## src/hdl/skn_pkg.sv

```systemverilog
package skn_pkg;

    localparam int FRAC_BITS   = 8;
    localparam int WEIGHT_BITS = 8;
    localparam int WEIGHT_ONE  = 1 << WEIGHT_BITS;

    localparam int COORD_W  = 16;
    localparam int WEIGHT_W = WEIGHT_BITS + 1;
    localparam int ROW_W    = 4 * COORD_W;
    localparam int PROD_W   = 2 * COORD_W;
    // three products plus the shifted translation, with headroom
    localparam int DOT_W    = PROD_W + 2;
    localparam int WPROD_W  = DOT_W + WEIGHT_W + 1;
    localparam int SUM_W    = WPROD_W + 1;
    localparam int SHIFT    = FRAC_BITS + WEIGHT_BITS;

    localparam logic [ROW_W-1:0] IDENT_ROW0 = ROW_W'(1) << FRAC_BITS;
    localparam logic [ROW_W-1:0] IDENT_ROW1 = ROW_W'(1) << (COORD_W + FRAC_BITS);
    localparam logic [ROW_W-1:0] IDENT_ROW2 = ROW_W'(1) << (2 * COORD_W + FRAC_BITS);

    localparam int CFG_IDX_W = 3;

    typedef enum logic [CFG_IDX_W-1:0] {
        REG_A_ROW0 = 3'd0,
        REG_A_ROW1 = 3'd1,
        REG_A_ROW2 = 3'd2,
        REG_B_ROW0 = 3'd3,
        REG_B_ROW1 = 3'd4,
        REG_B_ROW2 = 3'd5
    } t_cfg_idx;

    typedef logic signed [COORD_W-1:0] t_coord;
    typedef logic [WEIGHT_W-1:0]       t_weight;
    typedef logic signed [DOT_W-1:0]   t_dot;

endpackage

```

## src/hdl/skn_row_dot.sv

```systemverilog
module skn_row_dot (
    input  logic                          i_clk,
    input  logic                          i_en,
    input  logic [skn_pkg::ROW_W-1:0]     i_row,
    input  skn_pkg::t_coord               i_vx,
    input  skn_pkg::t_coord               i_vy,
    input  skn_pkg::t_coord               i_vz,
    output skn_pkg::t_dot                 o_dot
);

    localparam int CW = skn_pkg::COORD_W;
    localparam int PW = skn_pkg::PROD_W;
    localparam int DW = skn_pkg::DOT_W;
    localparam int FB = skn_pkg::FRAC_BITS;

    skn_pkg::t_coord        w_e0, w_e1, w_e2, w_e3;
    logic signed [PW-1:0]   r_p0, r_p1, r_p2;
    skn_pkg::t_coord        r_trans;
    skn_pkg::t_dot          w_trans_ext;
    skn_pkg::t_dot          n_dot;
    skn_pkg::t_dot          r_dot;

    assign w_e0 = i_row[0*CW +: CW];
    assign w_e1 = i_row[1*CW +: CW];
    assign w_e2 = i_row[2*CW +: CW];
    assign w_e3 = i_row[3*CW +: CW];

    always_ff @(posedge i_clk) begin
        if (i_en) begin
            r_p0    <= PW'(w_e0) * PW'(i_vx);
            r_p1    <= PW'(w_e1) * PW'(i_vy);
            r_p2    <= PW'(w_e2) * PW'(i_vz);
            r_trans <= w_e3;
        end
    end

    // translation is scaled by the implied w = 1.0 of the vertex
    assign w_trans_ext = {{(DW - CW - FB){r_trans[CW-1]}}, r_trans, {FB{1'b0}}};

    always_comb begin
        n_dot = DW'(r_p0) + DW'(r_p1) + DW'(r_p2) + w_trans_ext;
    end

    always_ff @(posedge i_clk) begin
        if (i_en) begin
            r_dot <= n_dot;
        end
    end

    assign o_dot = r_dot;

endmodule

```

## config.mk

```make
export PLATFORM = sky130hd
export DESIGN_NAME = skn_row_dot
export DESIGN_NICKNAME = d
export VERILOG_FILES = /design/src/hdl/skn_pkg.sv /design/src/hdl/skn_row_dot.sv
export SDC_FILE = /design/constraint.sdc
export NUM_CORES = 2
export LEC_CHECK = 0
export ABC_AREA = 0
export BUFFER_PORTS_ARGS = -buffer_cell sky130_fd_sc_hd__buf_2
export CAP_MARGIN = 15
export CORE_ASPECT_RATIO = 0.6
export CORE_MARGIN = 8
export CORE_UTILIZATION = 40
export DETAILED_ROUTE_END_ITERATION = 6
export SYNTH_ARGS = -nofsm -noshare
export SYNTH_HDL_FRONTEND = slang
export SYNTH_SLANG_ARGS = --single-unit
```

## constraint.sdc

```tcl
create_clock -name i_clk -period 8.5 [get_ports i_clk]
set_input_delay 0.85 -clock i_clk [delete_from_list [all_inputs] [get_ports i_clk]]
set_output_delay 0.85 -clock i_clk [all_outputs]
set_load 0.02 [all_outputs]
```

==> flow_summary.toml <==
[run_status]
status = "complete, no violations"

[cts]
cts_buffers = 17
clk_pin_slew_ps = 70
cts_tree = "done"
cts_hold_buf = 0
ctsRootBufferMaster = "clkbuf_16"
cts.sinks = 146
clock_latency_ps = 440
cts-htree-levels = 4
post-cts-setup-buffers = 0
ctsLongestPathBuffers = 2
cts_resized = 0

[timing]
setup_ws_ps = 1380
max_slew_margin = 0.323
finalSetupViolations = 0
final_hold_viol_count = 0
report.final.slew_viol_count = 0
finalClockSkew_ps = 15.3
clock.fmax_mhz = 140
rsz0062_at_grt = "no"
worst_slew_pin_slew_ps = 990
tns_ps = 0
hold_ws_ps = 593
period_share = 0.838
period_needed_ps = 7120

[placement]
io_buffers = 147
pre_cts_slack_ps = 942
gp_congestion = 0.875
dp.final_hpwl_um = 77800
dp_cells = 4902

[route]
drc = 0
wl_per_cell_um = 18.2
drtIter0Drc = 1831
viasPerCell = 4.85
drtPass1Iterations = 5
num_vias = 23900
routed_wl_um = 89800
ant_nets = 0

[critical_path]
cp_top_family = "adder cells"
worstPathRequired_ps = 8680
critPathBufInv = 4
crit_path_end_kind = "register"
crit_type = "input pin to register"
slowest_delay_ps = 700
crit_path_start_kind = "input pin"
critical_path_arrival_ps = 7300
path_cells = "buf_2 -> nand2_1 -> fa_1 -> fa_1 -> fa_1 -> inv_1 -> fa_1 -> fa_1 -> inv_1 -> fa_1 -> inv_1 -> ha_1 -> a21o_1 -> a21o_1 -> a21o_1 -> a21o_1 -> a211oi_1 -> o211ai_1 -> a2111oi_0 -> o31ai_1 -> a21oi_1 -> xnor2_1"
path_max_fanout = 16
crit_top_cell = "fa_1"
cp_slowest_cell = "a2111oi_0"

[global_route]
grt_pass1_wl_um = 147000
grt_pass1_vias = 25500
overflow = 0
grtUsageTotal = 0.184
grt_max_degree = 75
antenna_found_initial = 5

[logic_synthesis]
yosys.area_share.adder = 0.562
synth-main-ff-cell = "edfxtp_1"
synth_async_sr_flop_share = 0
syn_avg_cell_area_um2 = 10.0
synth_top_family_by_area = "adder cells"
synth.ff_latch_count = 146
yosys.area_share.simple = 0.131
synth_compound_area_frac = 0.0522
synthMuxAreaShare = 0
syn_inst = 3638
synth_nets = 4880
yosysSeqAreaShare = 0.120
synthXorXnorAreaFrac = 0.0327
ys_types = 62
synth_edf_count = 146
yosys_warnings = 0
synthesis.area_um2 = 36400

[floorplanning]
die_w_um = 405
die_area_um2 = 101000
fp.dieH_um = 250
initial_core_util = 0.405
core_um2 = 89900
ios = 148
num_rows = 85

[layout]
drive_gt1_frac = 0.0538
instances_no_fill = 4937
syn_to_final_growth_pct = 6.92
num-nets-final = 4945

[job]
max_cap_viol_count = 0

[min_path]
hp-class = "input pin to register"
Yosys cell counts, types with 4 or more instances:
| cell type | number | share of area |
|---|---|---|
| nor2b_1 | 14 | 0.0024 |
| a31oi_1 | 10 | 0.0017 |
| fa_1 | 844 | 0.46 |
| nand2_1 | 384 | 0.040 |
| o211ai_1 | 6 | 0.0012 |
| o21a_1 | 14 | 0.0029 |
| nor2_1 | 75 | 0.0077 |
| nand3_1 | 18 | 0.0025 |
| and3_1 | 4 | 0.00069 |
| or2_2 | 4 | 0.00069 |
| a21oi_1 | 99 | 0.014 |
| o31ai_1 | 6 | 0.0012 |
| o21ai_0 | 54 | 0.0074 |
| nand2b_1 | 27 | 0.0046 |
| ha_1 | 284 | 0.098 |
| xnor2_1 | 115 | 0.028 |
| a211oi_1 | 9 | 0.0019 |
| a21o_1 | 48 | 0.0099 |
| and2_1 | 381 | 0.066 |
| clkbuf_1 | 102 | 0.011 |
| edfxtp_1 | 146 | 0.12 |
| o21bai_1 | 13 | 0.0027 |
| inv_1 | 885 | 0.091 |
| xor2_1 | 21 | 0.0051 |
| nor3_1 | 14 | 0.0019 |
area by class of cell:
| class | count | area, um2 |
|---|---|---|
| Timing Repair Buffer | 148 | 749 |
| Sequential cell | 146 | 4380 |
| Clock buffer | 17 | 425 |
| Clock inverter | 15 | 194 |
| Inverter | 885 | 3320 |
| Multi-Input combinational cell | 2505 | 28300 |
| Antenna cell | 3 | 7.51 |
| Tap cell | 1218 | 1520 |
| Fill cell | 8714 | 51000 |
final timing paths:
path / endpoint / slack (ps) / cells past startpoint / from
worst max-delay path: r_p2[31]$_DFFE_PP_ / 1380 / 22 / i_vz[1]
worst min-delay path: r_trans[1]$_DFFE_PP_ / 590 / 1 / i_row[49]
worst max register to register: o_dot[32]$_DFFE_PP_ / 3330 / 14 / r_p2[1]$_DFFE_PP_
worst min register to register: o_dot[1]$_DFFE_PP_ / 770 / 2 / r_p0[1]$_DFFE_PP_
worst register-to-register path: cells and delay by family, from the launching register on:
family / cells / cell delay, ps
fa+ha+maj: 4 / 1420
compound gates: 8 / 2800
xor+xnor: 1 / 90
simple gates: 1 / 110
flops: 1 / 500
cell families (layout without fill, tap and decap cells):
| logic type | after synthesis | in the layout |
|---|---|---|
| AO/OA/AOI/OAI | 297 | 297 |
| XOR/XNOR | 136 | 136 |
| adder cells (fa/ha/maj) | 1128 | 1128 |
| buffers and inverters | 987 | 1065 |
| flip-flops | 146 | 146 |
| other | 0 | 3 |
| AND/OR/NAND/NOR | 944 | 944 |
flip-flops by register name, summed over array words and instances (netlist names):
register  cells
r_trans      16
r_p1         32
o_dot        34
r_p0         32
r_p2         32
cells in the final DEF (no fill, tap or decap), types with 17 or more instances in the layout:
master / count
xor2_1: 21
ha_1: 284
inv_1: 885
clkbuf_16: 17
nor2_1: 75
fa_1: 844
and2_1: 381
nand2b_1: 27
a21oi_1: 99
a21o_1: 48
buf_2: 146
edfxtp_1: 146
nand3_1: 18
xnor2_1: 115
o21ai_0: 54
nand2_1: 384
metal layers:
| layer | track usage | routed length (um) |
|---|---|---|
| met3 | 0.0522 | 7870 |
| met2 | 0.238 | 33700 |
| met1 | 0.306 | 47300 |
| met5 | 0 | 0 |
| met4 | 0.0201 | 938 |
per-stage QoR:
stage | utilization | cell area (um2)
2_1_floorplan | - | 36400
3_3_place_gp | 0.426 | 38300
3_5_place_dp | 0.426 | 38300
4_1_cts | 0.433 | 38900
5_1_grt | 0.433 | 38900
6_report | 0.433 | 38900
Power is left out: the tool's default activity adds up to more than one toggle a clock period on the data nets, which glitch-free logic cannot reach.
