===== config.mk =====
export PLATFORM = sky130hd
export DESIGN_NAME = skn_blend
export DESIGN_NICKNAME = d
export VERILOG_FILES = /design/src/hdl/skn_pkg.sv /design/src/hdl/skn_blend.sv
export SDC_FILE = /design/constraint.sdc
export NUM_CORES = 2
export LEC_CHECK = 0
export BUFFER_PORTS_ARGS = -buffer_cell sky130_fd_sc_hd__buf_2
export CAP_MARGIN = 30
export CORE_MARGIN = 4
export CORE_UTILIZATION = 32
export CTS_BUF_LIST = sky130_fd_sc_hd__clkbuf_16
export DETAILED_ROUTE_END_ITERATION = 12
export HOLD_SLACK_MARGIN = 0.05
export SLEW_MARGIN = 10
export SYNTH_ARGS = -nofsm -noshare
export SYNTH_HDL_FRONTEND = slang
export SYNTH_SLANG_ARGS = --single-unit

===== constraint.sdc =====
create_clock -name i_clk -period 6.4 [get_ports i_clk]
set_clock_uncertainty 0.15 [all_clocks]
set_input_delay 0.64 -clock i_clk [delete_from_list [all_inputs] [get_ports i_clk]]
set_output_delay 0.64 -clock i_clk [all_outputs]
set_load 0.03 [all_outputs]

===== src/hdl/skn_pkg.sv =====
package skn_pkg;

    localparam int FRAC_BITS   = 8;
    localparam int WEIGHT_BITS = 8;
    localparam int WEIGHT_ONE  = 1 << WEIGHT_BITS;

    localparam int COORD_W  = 16;
    localparam int WEIGHT_W = WEIGHT_BITS + 1;
    localparam int ROW_W    = 4 * COORD_W;
    localparam int PROD_W   = 2 * COORD_W;
    // three products plus the shifted translation, with headroom
    localparam int DOT_W    = PROD_W + 2;
    localparam int WPROD_W  = DOT_W + WEIGHT_W + 1;
    localparam int SUM_W    = WPROD_W + 1;
    localparam int SHIFT    = FRAC_BITS + WEIGHT_BITS;

    localparam logic [ROW_W-1:0] IDENT_ROW0 = ROW_W'(1) << FRAC_BITS;
    localparam logic [ROW_W-1:0] IDENT_ROW1 = ROW_W'(1) << (COORD_W + FRAC_BITS);
    localparam logic [ROW_W-1:0] IDENT_ROW2 = ROW_W'(1) << (2 * COORD_W + FRAC_BITS);

    localparam int CFG_IDX_W = 3;

    typedef enum logic [CFG_IDX_W-1:0] {
        REG_A_ROW0 = 3'd0,
        REG_A_ROW1 = 3'd1,
        REG_A_ROW2 = 3'd2,
        REG_B_ROW0 = 3'd3,
        REG_B_ROW1 = 3'd4,
        REG_B_ROW2 = 3'd5
    } t_cfg_idx;

    typedef logic signed [COORD_W-1:0] t_coord;
    typedef logic [WEIGHT_W-1:0]       t_weight;
    typedef logic signed [DOT_W-1:0]   t_dot;

endpackage


===== src/hdl/skn_blend.sv =====
module skn_blend (
    input  logic                i_clk,
    input  logic                i_en,
    input  skn_pkg::t_dot       i_pa,
    input  skn_pkg::t_dot       i_pb,
    input  skn_pkg::t_weight    i_wa,
    input  skn_pkg::t_weight    i_wb,
    output skn_pkg::t_coord     o_coord,
    output logic                o_sat
);

    localparam int WPW = skn_pkg::WPROD_W;
    localparam int SW  = skn_pkg::SUM_W;
    localparam int CW  = skn_pkg::COORD_W;
    localparam logic signed [SW-1:0] ROUND_HALF = SW'(1) << (skn_pkg::SHIFT - 1);
    localparam logic signed [SW-1:0] MAX_V = SW'((1 << (CW - 1)) - 1);
    localparam logic signed [SW-1:0] MIN_V = -(SW'(1) << (CW - 1));

    logic signed [skn_pkg::WEIGHT_W:0] w_wa_s, w_wb_s;
    logic signed [WPW-1:0]             r_ta, r_tb;
    logic signed [SW-1:0]              n_sum;
    logic signed [SW-1:0]              n_shr;
    skn_pkg::t_coord                   n_coord;
    logic                              n_sat;
    skn_pkg::t_coord                   r_coord;
    logic                              r_sat;

    assign w_wa_s = {1'b0, i_wa};
    assign w_wb_s = {1'b0, i_wb};

    always_ff @(posedge i_clk) begin
        if (i_en) begin
            r_ta <= WPW'(i_pa) * WPW'(w_wa_s);
            r_tb <= WPW'(i_pb) * WPW'(w_wb_s);
        end
    end

    // round half up, then clip to the coordinate range
    always_comb begin
        n_sum = SW'(r_ta) + SW'(r_tb) + ROUND_HALF;
        n_shr = n_sum >>> skn_pkg::SHIFT;
        if (n_shr > MAX_V) begin
            n_coord = MAX_V[CW-1:0];
            n_sat   = 1'b1;
        end else if (n_shr < MIN_V) begin
            n_coord = MIN_V[CW-1:0];
            n_sat   = 1'b1;
        end else begin
            n_coord = n_shr[CW-1:0];
            n_sat   = 1'b0;
        end
    end

    always_ff @(posedge i_clk) begin
        if (i_en) begin
            r_coord <= n_coord;
            r_sat   <= n_sat;
        end
    end

    assign o_coord = r_coord;
    assign o_sat   = r_sat;

endmodule


==> impl_results.rst <==
.. list-table::
   :header-rows: 1

   * - Metric
     - Value
   * - Outcome
     - complete, no violations
   * - Core Footprint
     - 0.0821 mm²
   * - Max_slew headroom
     - 0.482
   * - Maximum number of pins on one net before global-route repair
     - 59
   * - Global route overflow
     - 0
   * - Number of I/O port buffers
     - 104
   * - Net count after synthesis
     - 3,658
   * - Post-synthesis register bit count
     - 105
   * - Routability-driven placement congestion ratio
     - 0.878
   * - Initial detailed-routing violation count
     - 780
   * - Final setup viols
     - 0
   * - First-pass iteration count of the detailed router
     - 5
   * - Library cell with the largest summed area after synthesis
     - sky130_fd_sc_hd__fa_1
   * - Worst hold path startpoint
     - i_pb[0]
   * - Routed met1 length
     - 26.5 mm
   * - Average footprint of a synthesized cell
     - 9.47 µm²
   * - Ratio of cells with drive above 1 in the final layout
     - 0.148
   * - YS warnings
     - 0
   * - Maximum count of clock buffers along a single path
     - 2
   * - Unrepaired setup endpoints after global routing
     - true
   * - Fin area
     - 0.0307 mm²
   * - Portion of the post-synthesis area used by sequential elements
     - 0.119
   * - Worst-path fanout max
     - 14
   * - Number of instances in the placed design
     - 4,166
   * - First-pass GRT wire length
     - 104 mm
   * - Worst setup startpoint
     - i_wb[1]
   * - CTS tree
     - built
   * - IO Count
     - 105
   * - Sort of element at the end of the critical path
     - flip-flop
   * - Met2 Routed Length
     - 32.8 mm
   * - CTS Buf Count
     - 9
   * - Area of the mapped netlist
     - 0.0265 mm²
   * - Post-detailed-placement half-perimeter wirelength
     - 53.3 mm
   * - Final cell count without fillers
     - 4,187
   * - Multi-input gate area
     - 0.0212 mm²
   * - Final net count
     - 3,966
   * - Critical Path AT
     - 6150 ps
   * - Share of flip-flops with an asynchronous set or reset
     - 0
   * - Crit Reg-Reg Startpoint
     - r_tb[27]
   * - Final cycle utilization of the critical path
     - 0.966
   * - Fraction of the mapped netlist area in compound gates
     - 0.0873
   * - Simple-Gate Fraction of Synth Area
     - 0.167
   * - Crit start category
     - input pin
   * - Skew-Pair Late Insertion Delay
     - 360 ps
   * - Final core utilization
     - 0.374
   * - Dominant combinational cell family by area after synthesis
     - adder cells
   * - Average detailed-routed wire length per instance
     - 14.7 µm
   * - Data required time of the critical path
     - 6370 ps
   * - Leading cell type in the layout, fill and taps excluded
     - sky130_fd_sc_hd__inv_1
   * - Final hold viol count
     - 0
   * - CTS clk-pin slew, worst paths
     - 70 ps
   * - DIE WIDTH
     - 296 µm
   * - Classification of the worst setup path
     - in2reg
   * - Die ar.
     - 0.0876 mm²
   * - Number of antenna violations at the first check in global routing
     - 0
   * - Synthesized instance count
     - 2,803
   * - Total met3 wirelength after detailed routing
     - 1.41 mm
   * - Initial cell density of the core
     - 0.323
   * - Post-synth EDFFs
     - 105
   * - Highest attainable clock frequency
     - 162 MHz
   * - Vias in the first global route
     - 21,100
   * - Post-synthesis adder-cell area fraction
     - 0.502
   * - Xor and xnor area share after synthesis
     - 0.0370
   * - Total routing usage reported by global routing
     - 0.145
   * - Yosys top cell area share
     - 0.374
   * - Average via count per standard cell
     - 4.69
   * - DRC errors left
     - 0
   * - Y dimension of the die
     - 296 µm
   * - Count of nets left with antenna violations after detail routing
     - 0
   * - Post-synthesis mux area share
     - 0.000755
   * - Actual transition at the worst max-transition pin
     - 777 ps
   * - Hold Path Class
     - in2reg
   * - Min Tclk post-route
     - 6180 ps
   * - Wire length after detailed routing
     - 61.6 mm
   * - Commonest cells after routing, fill and taps aside
     - sky130_fd_sc_hd__inv_1, sky130_fd_sc_hd__fa_1, sky130_fd_sc_hd__and2_1, sky130_fd_sc_hd__nand2_1, sky130_fd_sc_hd__ha_1
   * - Post-placement cell area
     - 0.0302 mm²
   * - Register area
     - 0.00315 mm²
   * - Area growth syn-to-layout
     - 15.8%
   * - Uppermost routed layer
     - met4
   * - Max-cap violations
     - 0
   * - Row count
     - 105
   * - Pins Over Slew Limit
     - 0
   * - CTS root buf
     - sky130_fd_sc_hd__clkbuf_16
   * - Layout filler cell count
     - 8,268
   * - Vias
     - 19,600
   * - Leading register cell type out of synthesis
     - sky130_fd_sc_hd__edfxtp_1
   * - H-Tree Level Count
     - 3
   * - Biggest area contributors in the synthesized netlist
     - sky130_fd_sc_hd__fa_1, sky130_fd_sc_hd__ha_1, sky130_fd_sc_hd__edfxtp_1
   * - Number of different library cells in the post-synthesis netlist
     - 75
   * - Number of clock sinks seen by CTS
     - 105
   * - Worst reg2reg setup slack
     - 1370 ps
## Yosys cell counts, drive strengths merged, types with 4 or more instances
library cell / count
o31ai: 7
o21bai: 12
nand2b: 14
fa: 496
o21ai: 71
o21a: 11
edfxtp: 105
and4: 4
nor3: 18
a31oi: 5
a211oi: 14
and3: 9
nor2b: 12
ha: 271
nor2: 56
clkbuf: 72
a21oi: 111
nor4: 4
a21o: 62
xnor2: 74
nand2: 338
nand3: 28
and2: 348
inv: 528
or3: 4
o2111ai: 4
or2: 4
nand4: 20
a221oi: 8
buf: 9
xor2: 38
## layout make-up
cell class / instances / share of cell area
Timing Repair Buffer: 378 / 0.0893
Antenna cell: 1 / 0.0000814
Clock inverter: 7 / 0.00200
Inverter: 528 / 0.0645
Clock buffer: 9 / 0.00733
Multi-Input combinational cell: 2089 / 0.691
Sequential cell: 105 / 0.103
Tap cell: 1070 / 0.0436
## final timing paths
check / cells after the start / end
worst max-delay path: 24 / r_tb[41]
worst max register to register: 15 / o_coord[8]
worst min-delay path: 2 / r_tb[0]
worst min register to register: 4 / o_coord[15]
## registers in the layout, indices dropped and copies added (netlist names)
register / count
o_sat: 1
r_ta: 44
r_tb: 44
o_coord: 16
## metal layers
metal | GRT usage | vias up
met2 | 0.275 | 203
met1 | 0.181 | 9940
li1 | - | 9423
met5 | 0 | -
met3 | 0.0127 | 58
met4 | 0.0238 | 0
## worst max-delay path: stages
cell and delay, ps:
sky130_fd_sc_hd__buf_2 200, sky130_fd_sc_hd__buf_4 240, sky130_fd_sc_hd__nand2_1 100, sky130_fd_sc_hd__fa_1 550, sky130_fd_sc_hd__inv_1 50, sky130_fd_sc_hd__fa_1 500, sky130_fd_sc_hd__fa_1 520, sky130_fd_sc_hd__fa_1 490
sky130_fd_sc_hd__inv_1 50, sky130_fd_sc_hd__fa_1 470, sky130_fd_sc_hd__inv_1 40, sky130_fd_sc_hd__ha_1 300, sky130_fd_sc_hd__and4_1 210, sky130_fd_sc_hd__and2_1 150, sky130_fd_sc_hd__nand3_1 120, sky130_fd_sc_hd__a211oi_1 320
sky130_fd_sc_hd__o21ai_2 160, sky130_fd_sc_hd__a31oi_2 230, sky130_fd_sc_hd__nand4_1 130, sky130_fd_sc_hd__a41oi_2 210, sky130_fd_sc_hd__buf_4 150, sky130_fd_sc_hd__a21o_1 100, sky130_fd_sc_hd__a21oi_1 70, sky130_fd_sc_hd__xnor2_1 130
## cells by family (layout without fill, tap and decap cells)
family,Yosys count,count (layout)
adders and majority gates,767,767
buffers and inverters,609,922
and+or+nand+nor,868,868
other,0,1
AOI/OAI and AO/OA,340,340
muxes,2,2
xor gates and xnor gates,112,112
DFF,105,105
## timing repair
item / 4_1_cts / 5_1_grt
setup buffers: 0 / 4
hold buffers: 0 / 0
pin swaps: 0 / 25
cloned: 0 / 1
gates resized for setup: 1 / 51
setup endpoints to repair: 1 / 12
## metrics by stage
stage	TNS, ps	hold slack, ps	setup slack, ps
floorplan	-38.1	602	-38.1
global placement	-2770	767	-298
detailed placement	-3440	752	-399
CTS	0	538	17.1
global route	-191	569	-97.8
finish	0	547	218
Power is not shown: default switching activity piles up to over one toggle a cycle in this logic, so the estimate is an artifact.
